$ cat config.mk
export PLATFORM = sky130hd
export DESIGN_NAME = decimal_text_to_number
export DESIGN_NICKNAME = d
export VERILOG_FILES = /design/src/rtl/core/dttn_pkg.sv /design/src/rtl/core/dttn_front.sv /design/src/rtl/core/dttn_queue.sv /design/src/rtl/core/dttn_back.sv /design/src/rtl/core/decimal_text_to_number.sv
export SDC_FILE = /design/constraint.sdc
export NUM_CORES = 2
export LEC_CHECK = 0
export ABC_AREA = 0
export BUFFER_PORTS_ARGS = -buffer_cell sky130_fd_sc_hd__clkbuf_2
export CORE_MARGIN = 3
export CORE_UTILIZATION = 30
export CTS_CLUSTER_SIZE = 28
export DETAILED_ROUTE_END_ITERATION = 8
export GPL_ROUTABILITY_DRIVEN = 0
export HOLD_SLACK_MARGIN = 0.02
export SYNTH_ARGS = -nofsm -noshare
export SYNTH_HDL_FRONTEND = slang
export SYNTH_SLANG_ARGS = --single-unit
$ cat constraint.sdc
create_clock -name clock -period 20.3 [get_ports clock]
set_input_delay 1.015 -clock clock [delete_from_list [all_inputs] [get_ports clock]]
set_output_delay 1.015 -clock clock [all_outputs]
set_load 0.05 [all_outputs]
$ cat src/rtl/core/dttn_pkg.sv
// ----------------------------------------------------------------------------
// dttn_pkg
// Types, character codes and limits shared by the decimal text converter.
// ----------------------------------------------------------------------------
package dttn_pkg;

   localparam int FRAC_BITS_DEF  = 32;
   localparam int EXP_LIMIT_DEF  = 511;
   localparam int EXP_LIMIT_MAX  = 511;
   localparam int MANT_W         = 64;
   localparam int VALUE_W        = 64;
   // net decimal exponent: fraction shift plus signed exponent
   localparam int NET_W          = $clog2(EXP_LIMIT_MAX + 1) + 2;
   localparam int QUEUE_DEPTH    = 2;

   localparam logic [7:0] CH_SPACE = 8'h20;
   localparam logic [7:0] CH_PLUS  = 8'h2B;
   localparam logic [7:0] CH_MINUS = 8'h2D;
   localparam logic [7:0] CH_POINT = 8'h2E;
   localparam logic [7:0] CH_ZERO  = 8'h30;
   localparam logic [7:0] CH_NINE  = 8'h39;
   localparam logic [7:0] CH_E_UP  = 8'h45;
   localparam logic [7:0] CH_E_LO  = 8'h65;

   typedef enum logic [2:0] {
      PH_LEAD,
      PH_INT,
      PH_FRAC,
      PH_ESIGN,
      PH_EDIG,
      PH_TRAIL
   } phase_type;

   typedef enum logic [2:0] {
      BK_IDLE,
      BK_MUL,
      BK_DIV,
      BK_ROUND,
      BK_FINISH
   } back_state_type;

   typedef struct packed {
      logic [7:0] char_code;
      logic       last_char;
   } req_payload_type;

   typedef struct packed {
      logic signed [VALUE_W-1:0] value_q31_32;
      logic                      parse_error;
   } rsp_payload_type;

   typedef struct packed {
      logic                    parse_error;
      logic                    negative;
      logic [MANT_W-1:0]       mantissa;
      logic signed [NET_W-1:0] net_exp;
   } job_type;

   typedef struct packed {
      logic full;
      logic empty;
   } queue_status_type;

endpackage

$ cat src/rtl/core/dttn_front.sv
// ----------------------------------------------------------------------------
// dttn_front
// Character parser: accumulates mantissa, fraction shift and exponent, and
// hands one job per text to the queue on the last character.
// ----------------------------------------------------------------------------
module dttn_front
   import dttn_pkg::*;
#(
   parameter int EXPONENT_LIMIT = EXP_LIMIT_DEF
) (
   input  logic             clock,
   input  logic             reset,
   input  logic             req_valid,
   input  req_payload_type  req_payload,
   output logic             req_stall,
   input  queue_status_type q_status,
   output logic             push,
   output job_type          push_job
);

   localparam int EXP_W = $clog2(EXPONENT_LIMIT + 1);
   localparam int FS_W  = EXP_W + 1;
   localparam int EV_W  = EXP_W + 4;
   localparam logic signed [FS_W-1:0] FS_MAX = FS_W'(EXPONENT_LIMIT);
   localparam logic signed [FS_W-1:0] FS_MIN = -FS_MAX;
   localparam logic signed [FS_W-1:0] FS_ONE = FS_W'(1);
   localparam logic [EV_W-1:0]        EV_LIM = EV_W'(EXPONENT_LIMIT);

   phase_type               phase_ff, phase_in, f_phase;
   logic                    neg_ff, neg_in, f_neg;
   logic [MANT_W-1:0]       mant_ff, mant_in, f_mant;
   logic                    dseen_ff, dseen_in, f_dseen;
   logic signed [FS_W-1:0]  fs_ff, fs_in, f_fs;
   logic [EXP_W-1:0]        exp_ff, exp_in, f_exp;
   logic                    eneg_ff, eneg_in, f_eneg;
   logic                    err_ff, err_in, f_err;
   logic                    pt_ff, pt_in, f_pt;

   logic [7:0]              c;
   logic                    is_dig, is_sp, is_plus, is_minus, is_pt, is_e;
   logic [3:0]              d;
   logic [MANT_W+3:0]       prod;
   logic                    fits;
   logic [EV_W-1:0]         ev;
   logic [EXP_W-1:0]        exp_sat;
   logic                    take_int, take_frac, take_exp;
   logic                    accept;
   logic signed [NET_W-1:0] fs_ext, e_ext;

   assign req_stall = q_status.full;
   assign accept    = req_valid && !req_stall;

   assign c        = req_payload.char_code;
   assign is_dig   = (c >= CH_ZERO) && (c <= CH_NINE);
   assign is_sp    = (c == CH_SPACE);
   assign is_plus  = (c == CH_PLUS);
   assign is_minus = (c == CH_MINUS);
   assign is_pt    = (c == CH_POINT);
   assign is_e     = (c == CH_E_UP) || (c == CH_E_LO);
   assign d        = is_dig ? c[3:0] : 4'd0;

   assign prod    = {4'd0, mant_ff} * (MANT_W+4)'(10) + (MANT_W+4)'(d);
   assign fits    = (prod[MANT_W+3:MANT_W] == 4'd0);
   assign ev      = EV_W'(exp_ff) * EV_W'(10) + EV_W'(d);
   assign exp_sat = (ev > EV_LIM) ? EXP_W'(EXPONENT_LIMIT) : ev[EXP_W-1:0];

   always_comb begin
      f_phase   = phase_ff;
      f_neg     = neg_ff;
      f_mant    = mant_ff;
      f_dseen   = dseen_ff;
      f_fs      = fs_ff;
      f_exp     = exp_ff;
      f_eneg    = eneg_ff;
      f_err     = err_ff;
      f_pt      = pt_ff;
      take_int  = 1'b0;
      take_frac = 1'b0;
      take_exp  = 1'b0;
      if (!err_ff) begin
         unique case (phase_ff)
            PH_LEAD: begin
               if (is_sp) begin
                  f_phase = PH_LEAD;
               end else if (is_plus) begin
                  f_phase = PH_INT;
               end else if (is_minus) begin
                  f_neg   = 1'b1;
                  f_phase = PH_INT;
               end else if (is_dig) begin
                  take_int = 1'b1;
                  f_phase  = PH_INT;
               end else if (is_pt) begin
                  f_pt    = 1'b1;
                  f_phase = PH_FRAC;
               end else if (is_e) begin
                  f_phase = PH_ESIGN;
               end else begin
                  f_err = 1'b1;
               end
            end
            PH_INT: begin
               if (is_dig) begin
                  take_int = 1'b1;
               end else if (is_pt) begin
                  f_pt    = 1'b1;
                  f_phase = PH_FRAC;
               end else if (is_e) begin
                  f_phase = PH_ESIGN;
               end else if (is_sp) begin
                  f_phase = PH_TRAIL;
               end else begin
                  f_err = 1'b1;
               end
            end
            PH_FRAC: begin
               if (is_dig) begin
                  take_frac = 1'b1;
               end else if (is_e) begin
                  f_phase = PH_ESIGN;
               end else if (is_sp) begin
                  f_phase = PH_TRAIL;
               end else begin
                  f_err = 1'b1;
               end
            end
            PH_ESIGN: begin
               if (is_plus) begin
                  f_phase = PH_EDIG;
               end else if (is_minus) begin
                  f_eneg  = 1'b1;
                  f_phase = PH_EDIG;
               end else if (is_dig) begin
                  take_exp = 1'b1;
                  f_phase  = PH_EDIG;
               end else if (is_sp) begin
                  f_phase = PH_TRAIL;
               end else begin
                  f_err = 1'b1;
               end
            end
            PH_EDIG: begin
               if (is_dig) begin
                  take_exp = 1'b1;
               end else if (is_sp) begin
                  f_phase = PH_TRAIL;
               end else begin
                  f_err = 1'b1;
               end
            end
            PH_TRAIL: begin
               if (!is_sp) begin
                  f_err = 1'b1;
               end
            end
            default: begin
               f_err = 1'b1;
            end
         endcase
      end
      // dropped integer digits raise the decimal shift
      if (take_int || take_frac) begin
         f_dseen = 1'b1;
         if (fits) begin
            f_mant = prod[MANT_W-1:0];
            if (take_frac && (fs_ff > FS_MIN)) begin
               f_fs = fs_ff - FS_ONE;
            end
         end else if (take_int && (fs_ff < FS_MAX)) begin
            f_fs = fs_ff + FS_ONE;
         end
      end
      if (take_exp) begin
         f_exp = exp_sat;
      end
   end

   assign fs_ext = {{(NET_W-FS_W){f_fs[FS_W-1]}}, f_fs};
   assign e_ext  = {{(NET_W-EXP_W){1'b0}}, f_exp};

   always_comb begin
      phase_in = phase_ff;
      neg_in   = neg_ff;
      mant_in  = mant_ff;
      dseen_in = dseen_ff;
      fs_in    = fs_ff;
      exp_in   = exp_ff;
      eneg_in  = eneg_ff;
      err_in   = err_ff;
      pt_in    = pt_ff;
      push     = 1'b0;
      push_job.parse_error = f_err || (!f_dseen && !f_pt);
      push_job.negative    = f_neg;
      push_job.mantissa    = f_mant;
      push_job.net_exp     = f_eneg ? (fs_ext - e_ext) : (fs_ext + e_ext);
      if (accept) begin
         if (req_payload.last_char) begin
            push     = 1'b1;
            phase_in = PH_LEAD;
            neg_in   = 1'b0;
            mant_in  = '0;
            dseen_in = 1'b0;
            fs_in    = '0;
            exp_in   = '0;
            eneg_in  = 1'b0;
            err_in   = 1'b0;
            pt_in    = 1'b0;
         end else begin
            phase_in = f_phase;
            neg_in   = f_neg;
            mant_in  = f_mant;
            dseen_in = f_dseen;
            fs_in    = f_fs;
            exp_in   = f_exp;
            eneg_in  = f_eneg;
            err_in   = f_err;
            pt_in    = f_pt;
         end
      end
   end

   always_ff @(posedge clock) begin
      if (reset) begin
         phase_ff <= PH_LEAD;
         neg_ff   <= 1'b0;
         mant_ff  <= '0;
         dseen_ff <= 1'b0;
         fs_ff    <= '0;
         exp_ff   <= '0;
         eneg_ff  <= 1'b0;
         err_ff   <= 1'b0;
         pt_ff    <= 1'b0;
      end else begin
         phase_ff <= phase_in;
         neg_ff   <= neg_in;
         mant_ff  <= mant_in;
         dseen_ff <= dseen_in;
         fs_ff    <= fs_in;
         exp_ff   <= exp_in;
         eneg_ff  <= eneg_in;
         err_ff   <= err_in;
         pt_ff    <= pt_in;
      end
   end

endmodule

$ cat src/rtl/core/dttn_queue.sv
// ----------------------------------------------------------------------------
// dttn_queue
// Short first-word-fall-through queue of parsed jobs between the parser and
// the scaler.
// ----------------------------------------------------------------------------
module dttn_queue
   import dttn_pkg::*;
(
   input  logic             clock,
   input  logic             reset,
   input  logic             push,
   input  job_type          push_job,
   input  logic             pop,
   output job_type          pop_job,
   output queue_status_type q_status
);

   localparam int PTR_W = $clog2(QUEUE_DEPTH);
   localparam int CNT_W = $clog2(QUEUE_DEPTH + 1);

   job_type            entry_ff [QUEUE_DEPTH];
   logic [PTR_W-1:0]   wr_ptr_ff, wr_ptr_in;
   logic [PTR_W-1:0]   rd_ptr_ff, rd_ptr_in;
   logic [CNT_W-1:0]   count_ff, count_in;
   logic               do_push, do_pop;

   assign q_status.full  = (count_ff == CNT_W'(QUEUE_DEPTH));
   assign q_status.empty = (count_ff == '0);
   assign do_push = push && !q_status.full;
   assign do_pop  = pop && !q_status.empty;
   assign pop_job = entry_ff[rd_ptr_ff];

   always_comb begin
      wr_ptr_in = wr_ptr_ff;
      rd_ptr_in = rd_ptr_ff;
      count_in  = count_ff;
      if (do_push) begin
         wr_ptr_in = (wr_ptr_ff == PTR_W'(QUEUE_DEPTH - 1)) ? '0 : wr_ptr_ff + PTR_W'(1);
      end
      if (do_pop) begin
         rd_ptr_in = (rd_ptr_ff == PTR_W'(QUEUE_DEPTH - 1)) ? '0 : rd_ptr_ff + PTR_W'(1);
      end
      if (do_push && !do_pop) begin
         count_in = count_ff + CNT_W'(1);
      end else if (do_pop && !do_push) begin
         count_in = count_ff - CNT_W'(1);
      end
   end

   always_ff @(posedge clock) begin
      if (do_push) begin
         entry_ff[wr_ptr_ff] <= push_job;
      end
   end

   always_ff @(posedge clock) begin
      if (reset) begin
         wr_ptr_ff <= '0;
         rd_ptr_ff <= '0;
         count_ff  <= '0;
      end else begin
         wr_ptr_ff <= wr_ptr_in;
         rd_ptr_ff <= rd_ptr_in;
         count_ff  <= count_in;
      end
   end

endmodule

$ cat src/rtl/core/dttn_back.sv
// ----------------------------------------------------------------------------
// dttn_back
// Scaler: multiplies by ten per cycle for a positive net exponent, or
// divides a wide value by ten a byte per cycle and rounds for a negative
// one, then saturates and holds the result in the output register.
// ----------------------------------------------------------------------------
module dttn_back
   import dttn_pkg::*;
#(
   parameter int FRAC_BITS = FRAC_BITS_DEF
) (
   input  logic             clock,
   input  logic             reset,
   input  queue_status_type q_status,
   input  job_type          pop_job,
   output logic             pop,
   output logic             rsp_valid,
   output rsp_payload_type  rsp_payload,
   input  logic             rsp_stall
);

   localparam int VW     = ((MANT_W + FRAC_BITS + 1 + 7) / 8) * 8;
   localparam int NCH    = VW / 8;
   localparam int IDX_W  = $clog2(NCH);
   localparam int CNT_W  = NET_W - 1;
   localparam logic [MANT_W-1:0]  LIM_X     = MANT_W'(1) << (63 - FRAC_BITS);
   localparam logic [VALUE_W-1:0] MOST_NEG  = {1'b1, {(VALUE_W-1){1'b0}}};
   localparam logic [VALUE_W-1:0] MOST_POS  = {1'b0, {(VALUE_W-1){1'b1}}};
   localparam logic [27:0]        RECIP_TEN = 28'd52429;

   back_state_type        state_ff, state_in;
   logic                  neg_ff, neg_in;
   logic                  perr_ff, perr_in;
   logic [MANT_W-1:0]     x_ff, x_in;
   logic [CNT_W-1:0]      cnt_ff, cnt_in;
   logic [VW-1:0]         v_ff, v_in;
   logic [3:0]            rem_ff, rem_in;
   logic [IDX_W-1:0]      idx_ff, idx_in;
   logic [VALUE_W-1:0]    mag_ff, mag_in;
   logic                  over_ff, over_in;
   logic                  rsp_valid_ff, rsp_valid_in;
   rsp_payload_type       rsp_payload_ff, rsp_payload_in;

   logic signed [NET_W-1:0] net_mag;
   logic [MANT_W-1:0]     x10;
   logic [11:0]           cur;
   logic [27:0]           qprod;
   logic [7:0]            q;
   logic [11:0]           r;
   logic [VW:0]           rsum;
   logic [VW-1:0]         half;
   rsp_payload_type       result;
   logic                  out_free;

   assign net_mag = pop_job.net_exp[NET_W-1] ? -pop_job.net_exp : pop_job.net_exp;
   assign x10     = x_ff * MANT_W'(10);
   assign cur     = {rem_ff, v_ff[VW-1 -: 8]};
   assign qprod   = 28'(cur) * RECIP_TEN;
   assign q       = qprod[26:19];
   assign r       = cur - 12'(q) * 12'd10;
   assign rsum    = {1'b0, v_ff} + (VW+1)'(1);
   assign half    = rsum[VW:1];
   assign out_free = !rsp_valid_ff || !rsp_stall;

   always_comb begin
      result.parse_error = perr_ff;
      if (perr_ff) begin
         result.value_q31_32 = '0;
      end else if (neg_ff) begin
         result.value_q31_32 = (over_ff || (mag_ff > MOST_NEG)) ? MOST_NEG : (~mag_ff + 1'b1);
      end else begin
         result.value_q31_32 = (over_ff || mag_ff[VALUE_W-1]) ? MOST_POS : mag_ff;
      end
   end

   always_comb begin
      state_in       = state_ff;
      neg_in         = neg_ff;
      perr_in        = perr_ff;
      x_in           = x_ff;
      cnt_in         = cnt_ff;
      v_in           = v_ff;
      rem_in         = rem_ff;
      idx_in         = idx_ff;
      mag_in         = mag_ff;
      over_in        = over_ff;
      pop            = 1'b0;
      rsp_valid_in   = rsp_valid_ff && rsp_stall;
      rsp_payload_in = rsp_payload_ff;
      unique case (state_ff)
         BK_IDLE: begin
            if (!q_status.empty) begin
               pop     = 1'b1;
               neg_in  = pop_job.negative;
               perr_in = pop_job.parse_error;
               over_in = 1'b0;
               mag_in  = '0;
               x_in    = pop_job.mantissa;
               v_in    = VW'(pop_job.mantissa) << (FRAC_BITS + 1);
               cnt_in  = net_mag[CNT_W-1:0];
               idx_in  = '0;
               rem_in  = '0;
               if (pop_job.parse_error || (pop_job.mantissa == '0)) begin
                  state_in = BK_FINISH;
               end else if (!pop_job.net_exp[NET_W-1]) begin
                  if (pop_job.mantissa > LIM_X) begin
                     over_in  = 1'b1;
                     state_in = BK_FINISH;
                  end else begin
                     state_in = BK_MUL;
                  end
               end else begin
                  state_in = BK_DIV;
               end
            end
         end
         BK_MUL: begin
            if (cnt_ff == '0) begin
               mag_in   = x_ff << FRAC_BITS;
               state_in = BK_FINISH;
            end else if (x10 > LIM_X) begin
               over_in  = 1'b1;
               state_in = BK_FINISH;
            end else begin
               x_in   = x10;
               cnt_in = cnt_ff - CNT_W'(1);
            end
         end
         BK_DIV: begin
            if ((idx_ff == '0) && ((cnt_ff == '0) || (v_ff == '0))) begin
               state_in = BK_ROUND;
            end else begin
               v_in = {v_ff[VW-9:0], q};
               if (idx_ff == IDX_W'(NCH - 1)) begin
                  idx_in = '0;
                  rem_in = '0;
                  cnt_in = cnt_ff - CNT_W'(1);
               end else begin
                  idx_in = idx_ff + IDX_W'(1);
                  rem_in = r[3:0];
               end
            end
         end
         BK_ROUND: begin
            over_in  = |half[VW-1:VALUE_W];
            mag_in   = half[VALUE_W-1:0];
            state_in = BK_FINISH;
         end
         BK_FINISH: begin
            if (out_free) begin
               rsp_valid_in   = 1'b1;
               rsp_payload_in = result;
               state_in       = BK_IDLE;
            end
         end
         default: begin
            state_in = BK_IDLE;
         end
      endcase
   end

   always_ff @(posedge clock) begin
      if (reset) begin
         state_ff     <= BK_IDLE;
         rsp_valid_ff <= 1'b0;
      end else begin
         state_ff     <= state_in;
         rsp_valid_ff <= rsp_valid_in;
      end
   end

   always_ff @(posedge clock) begin
      neg_ff         <= neg_in;
      perr_ff        <= perr_in;
      x_ff           <= x_in;
      cnt_ff         <= cnt_in;
      v_ff           <= v_in;
      rem_ff         <= rem_in;
      idx_ff         <= idx_in;
      mag_ff         <= mag_in;
      over_ff        <= over_in;
      rsp_payload_ff <= rsp_payload_in;
   end

   assign rsp_valid   = rsp_valid_ff;
   assign rsp_payload = rsp_payload_ff;

endmodule

$ cat src/rtl/core/decimal_text_to_number.sv
// ----------------------------------------------------------------------------
// decimal_text_to_number
// Streams decimal number text in, one character per transfer, and returns
// one signed fixed-point value with an error flag per text.
//
//   channel  dir  handshake           payload
//   req_     in   req_valid/stall     char_code, last_char
//   rsp_     out  rsp_valid/stall     value_q31_32, parse_error
//
// Characters are taken one per cycle; stall rises only while the job queue
// is full. Scaling multiplies by ten once per unit of a positive net exponent
// or, for negative exponents, divides by ten a byte at a time (NCH bytes, 13
// for 32 fraction bits) until the exponent is used up or the value reaches
// zero; the scaler finishes one text before it takes the next from the queue.
// Synchronous reset clears the parser, queue and scaler; output stall holds the result register.
// ----------------------------------------------------------------------------
module decimal_text_to_number
   import dttn_pkg::*;
#(
   parameter int FRAC_BITS      = FRAC_BITS_DEF,
   parameter int EXPONENT_LIMIT = EXP_LIMIT_DEF
) (
   input  logic            clock,
   input  logic            reset,
   input  logic            req_valid,
   output logic            req_stall,
   input  req_payload_type req_payload,
   output logic            rsp_valid,
   input  logic            rsp_stall,
   output rsp_payload_type rsp_payload
);

   queue_status_type q_status;
   logic             push, pop;
   job_type          push_job, pop_job;

   dttn_front #(
      .EXPONENT_LIMIT(EXPONENT_LIMIT)
   ) u_front (
      .clock      (clock),
      .reset      (reset),
      .req_valid  (req_valid),
      .req_payload(req_payload),
      .req_stall  (req_stall),
      .q_status   (q_status),
      .push       (push),
      .push_job   (push_job)
   );

   dttn_queue u_queue (
      .clock   (clock),
      .reset   (reset),
      .push    (push),
      .push_job(push_job),
      .pop     (pop),
      .pop_job (pop_job),
      .q_status(q_status)
   );

   dttn_back #(
      .FRAC_BITS(FRAC_BITS)
   ) u_back (
      .clock      (clock),
      .reset      (reset),
      .q_status   (q_status),
      .pop_job    (pop_job),
      .pop        (pop),
      .rsp_valid  (rsp_valid),
      .rsp_payload(rsp_payload),
      .rsp_stall  (rsp_stall)
   );

endmodule

==> run summary <==
Detailed routing inserted a total of 35,090 vias. Clock slew seen by the registers of the worst setup and hold paths: 0.06 ns. On the final layout, the worst hold slack is 0.4796 ns.

For the final layout net count, the log shows 4,965. The first global-routing pass estimated 187,000 um of wire. The number of placed instances, taps included is 6,347.

After detailed routing, the average wire length per cell comes to 18.40 um. The number of DRC violations after detailed-routing iteration 0 is 3,512. In this run the tool buffered the top-level ports with 79 buffer cells. After detailed routing, the number of remaining DRC violations is 0. The number of enable-type register cells in the synthesized netlist came out at 471. 0 antenna diodes ended up in the layout.

STA classifies the critical path startpoint as a register. The floorplan step defined a die boundary enclosing 145,000 um^2. Yosys printed 0 warnings. The run finished with clean final reports. The filler cells instantiated in the layout total 14,320. The logs give 4,598 for the number of instances in the synthesized netlist and 121.8 MHz for the achievable frequency. Among cell families on the critical path, the largest total delay comes from simple AND/OR/NAND/NOR gates. In the synthesized netlist the dominant register cell turns out to be sky130_fd_sc_hd__edfxtp_1.

The remaining max-slew budget at the tightest pin is 17.16%, and the synthesized net count is 5,018. Of the total power, the clock network draws 13.9%. Across the VDD grid, the largest voltage drop is 309.3 uV.

The path class of the tightest hold or removal check is reg -> reg. The number of hold violations in the final report was 0; the biggest fanout along the worst timing path was 12. The quantity of gates resized following cts is 0. The leakage dissipation is 0.01737 uW. The power density over the cells was 171.6 nW/um^2; the detailed-route wire length was 118,800 um. At the placement stage, the worst setup path has a slack of 11.60 ns. Synthesis inferred 571 register bits. The area growth from synthesis to layout is 9.703%. In the finished design, the share of the clock period the worst path needs comes to 40.43%.

The logs give 26.3% for the sequential group share of total power and 3691 uW for the switching component of the power. The minimum setup slack in the final design is 12.09 ns. The number of antenna violations at the first check in global routing came out at 1. For the number of detailed-route iterations in the first pass, the log shows 8. Counting flops with an async set or reset pin after synthesis yields a share of 0%. Global routing used 15.78% of the available tracks. Root buffer selected by CTS: sky130_fd_sc_hd__clkbuf_16. Once the clock tree was built, the setup fixing pass inserted 0 buffers.

For the number of distinct library cell variants in the gate-level netlist after synthesis, the log shows 104. For the pin with the worst max-slew slack, the measured transition is 1.241 ns. In this run the vertical extent of the chip is 380.8 um. The max-slew violation count came out at 0.

The HPWL after detailed placement is 91,320 um. Setup repair after global routing left no endpoint under its margin. For the final database, setup skew stands at 0.03426 ns. For this design, the sink count on the clock tree is 571. Standard cell with the maximum stage delay on the critical path: sky130_fd_sc_hd__a211oi_1.

The core box area is 138,500 um^2, and the count of hold buffers inserted by post-cts repair is 0. Setup violations remaining at the end of the flow were counted as 0. Number of global-route vias before repair: 32,890. Post-synthesis cell type with the largest combined area: sky130_fd_sc_hd__edfxtp_1.

The count of nets left with antenna violations once routing finished came out at 0. Summing the sequential cell areas from Yosys gives 38.30% of the chip area. The kind of critical path was reg -> reg. The H-tree generated during clock tree synthesis spans 2 levels.

The via-per-instance ratio was 5.435; the final sum of negative setup slack was 0 ns. After synthesis, the mean cell area works out to 9.167 um^2. The logs give 8.63 ns for the critical path arrival and 0 for the count of max-cap constraint violations.

The later pin in the worst-skew pair is clocked with a latency of 0.64 ns. On the worst path, the slowest cell contributes a delay of 0.60 ns. The layout cell share with drive strength beyond 1 is 6.249%.

The pin count of the biggest net entering global routing was 99. Internal power comes to 4242 uW. TritonCTS built the clock tree. Register-to-register setup slack: 12.09 ns.

Excluding fillers, the count of instances in the completed layout stands at 6,456. Combinational cells account for 59.8% of the total power. The floorplan has 136 rows. Together, buffers and inverters on the worst path number 0. Once the floorplan was initialized, standard cells occupied 30.43% of the core. Data on the critical path is required at its endpoint by 20.72 ns.

The floorplan step set the die width to 380.8 um. The tools report the maximum root-to-sink buffer count as 3. The final critical-path required period was 8.207 ns. Net switching is 46.53% of the power.

The clock buffer count from CTS was 59. In this run the cell area of the synthesized design comes to 42,150 um^2. STA classifies the critical path endpoint as a register. Of the post-synthesis cell area, the dominant cell type holds 33.55%. During I/O placement, the number of pins put on the boundary was 80. The run gives 0 as the remaining global-route overflow. Sorting the synthesized cells by area gives the leading types as sky130_fd_sc_hd__edfxtp_1, sky130_fd_sc_hd__ha_1, sky130_fd_sc_hd__dfxtp_1.
-- metal layers --
layer | GRT usage [%] | wire length [um]
met5 | 0 | 11
met4 | 3.122 | 2227
met3 | 2.097 | 8776
met2 | 23.99 | 50550
met1 | 23.79 | 57220
-- state kept, by name, summed over array words and instances, names as in the netlist, 3 cells and up, named ones only --
name,count
u_queue.entry_ff,154
u_back.v_ff,104
u_front.phase_ff,3
u_back.idx_ff,4
u_back.rsp_payload,65
u_back.state_ff,3
u_front.mant_ff,64
u_back.x_ff,63
u_front.exp_ff,9
u_back.rem_ff,4
u_back.cnt_ff,10
u_back.mag_ff,64
u_front.fs_ff,10
-- placed cells by master (no fill, tap or decap), types with 121 or more instances in the layout --
cell type                  synthesis  final
sky130_fd_sc_hd__nor2_1          517    512
sky130_fd_sc_hd__xor2_1          143    143
sky130_fd_sc_hd__xnor2_1         162    162
sky130_fd_sc_hd__edfxtp_1        471    471
sky130_fd_sc_hd__inv_1           160    160
sky130_fd_sc_hd__ha_1            360    360
sky130_fd_sc_hd__nand3_1         121    121
sky130_fd_sc_hd__o21ai_0         259    259
sky130_fd_sc_hd__a21oi_1         360    359
sky130_fd_sc_hd__nand2_1         417    413
-- synth_stat cells (81+ instances only) --
cell                       count
sky130_fd_sc_hd__a21o_1       93
sky130_fd_sc_hd__a21oi_1     360
sky130_fd_sc_hd__clkbuf_1    177
sky130_fd_sc_hd__dfxtp_1     100
sky130_fd_sc_hd__edfxtp_1    471
sky130_fd_sc_hd__ha_1        360
sky130_fd_sc_hd__inv_1       160
sky130_fd_sc_hd__mux2i_1      99
sky130_fd_sc_hd__nand2_1     417
sky130_fd_sc_hd__nand3_1     121
sky130_fd_sc_hd__nand4_1     103
sky130_fd_sc_hd__nor2_1      517
sky130_fd_sc_hd__nor3_1      116
sky130_fd_sc_hd__nor4_1       81
sky130_fd_sc_hd__o21ai_0     259
sky130_fd_sc_hd__xnor2_1     162
sky130_fd_sc_hd__xor2_1      143
-- kinds of logic after synthesis --
kind of cell	share of synthesized area [%]
buffers and inverters	3.512
AND/OR/NAND/NOR	19.50
flip-flops	38.30
multiplexers	2.511
adder cells (fa/ha/maj)	13.05
AO/OA/AOI/OAI	16.65
XOR/XNOR	6.468
-- power groups by stage --
| stage | Sequential (uW) | Combinational (uW) | Clock, uW |
|---|---|---|---|
| floorplan | 2130 | 3510 | 0 |
| global placement | 2100 | 4640 | 0 |
| detailed placement | 2100 | 4720 | 0 |
| CTS | 2080 | 4750 | 1130 |
| global route | 2130 | 5370 | 1180 |
| finish | 2090 | 4740 | 1110 |
-- stage by stage --
| stage | power, uW | area (um^2) | utilization, % |
|---|---|---|---|
| floorplan | 5647 | 42150 | - |
| global placement | 6734 | 44320 | 31.99 |
| detailed placement | 6822 | 44320 | 31.99 |
| CTS | 7967 | 46240 | 33.38 |
| global route | 8674 | 46240 | 33.38 |
| finish | 7934 | 46240 | 33.38 |
-- worst paths after layout --
path                            start                 endpoint  cells past startpoint
setup / recovery  u_front.mant_ff[19]  u_queue.entry_ff[0][10]                     26
hold reg to reg      u_front.dseen_ff         u_front.dseen_ff                      1
hold / removal       u_front.dseen_ff         u_front.dseen_ff                      1
setup reg to reg  u_front.mant_ff[19]  u_queue.entry_ff[0][10]                     26
-- cell type report --
| type | count | area (um^2) | share of cell area, % |
|---|---|---|---|
| inverters | 161 | 604.3 | 1.307 |
| flip-flops and latches | 571 | 16150 | 34.92 |
| well taps | 1863 | 2331 | 5.041 |
| clock inverters | 37 | 369.1 | 0.7982 |
| repair buffers | 107 | 608.1 | 1.315 |
| clock buffers | 72 | 1556 | 3.366 |
| multi-input cells | 3645 | 24620 | 53.25 |
No activity file was read; power rests on OpenSTA's default activity.
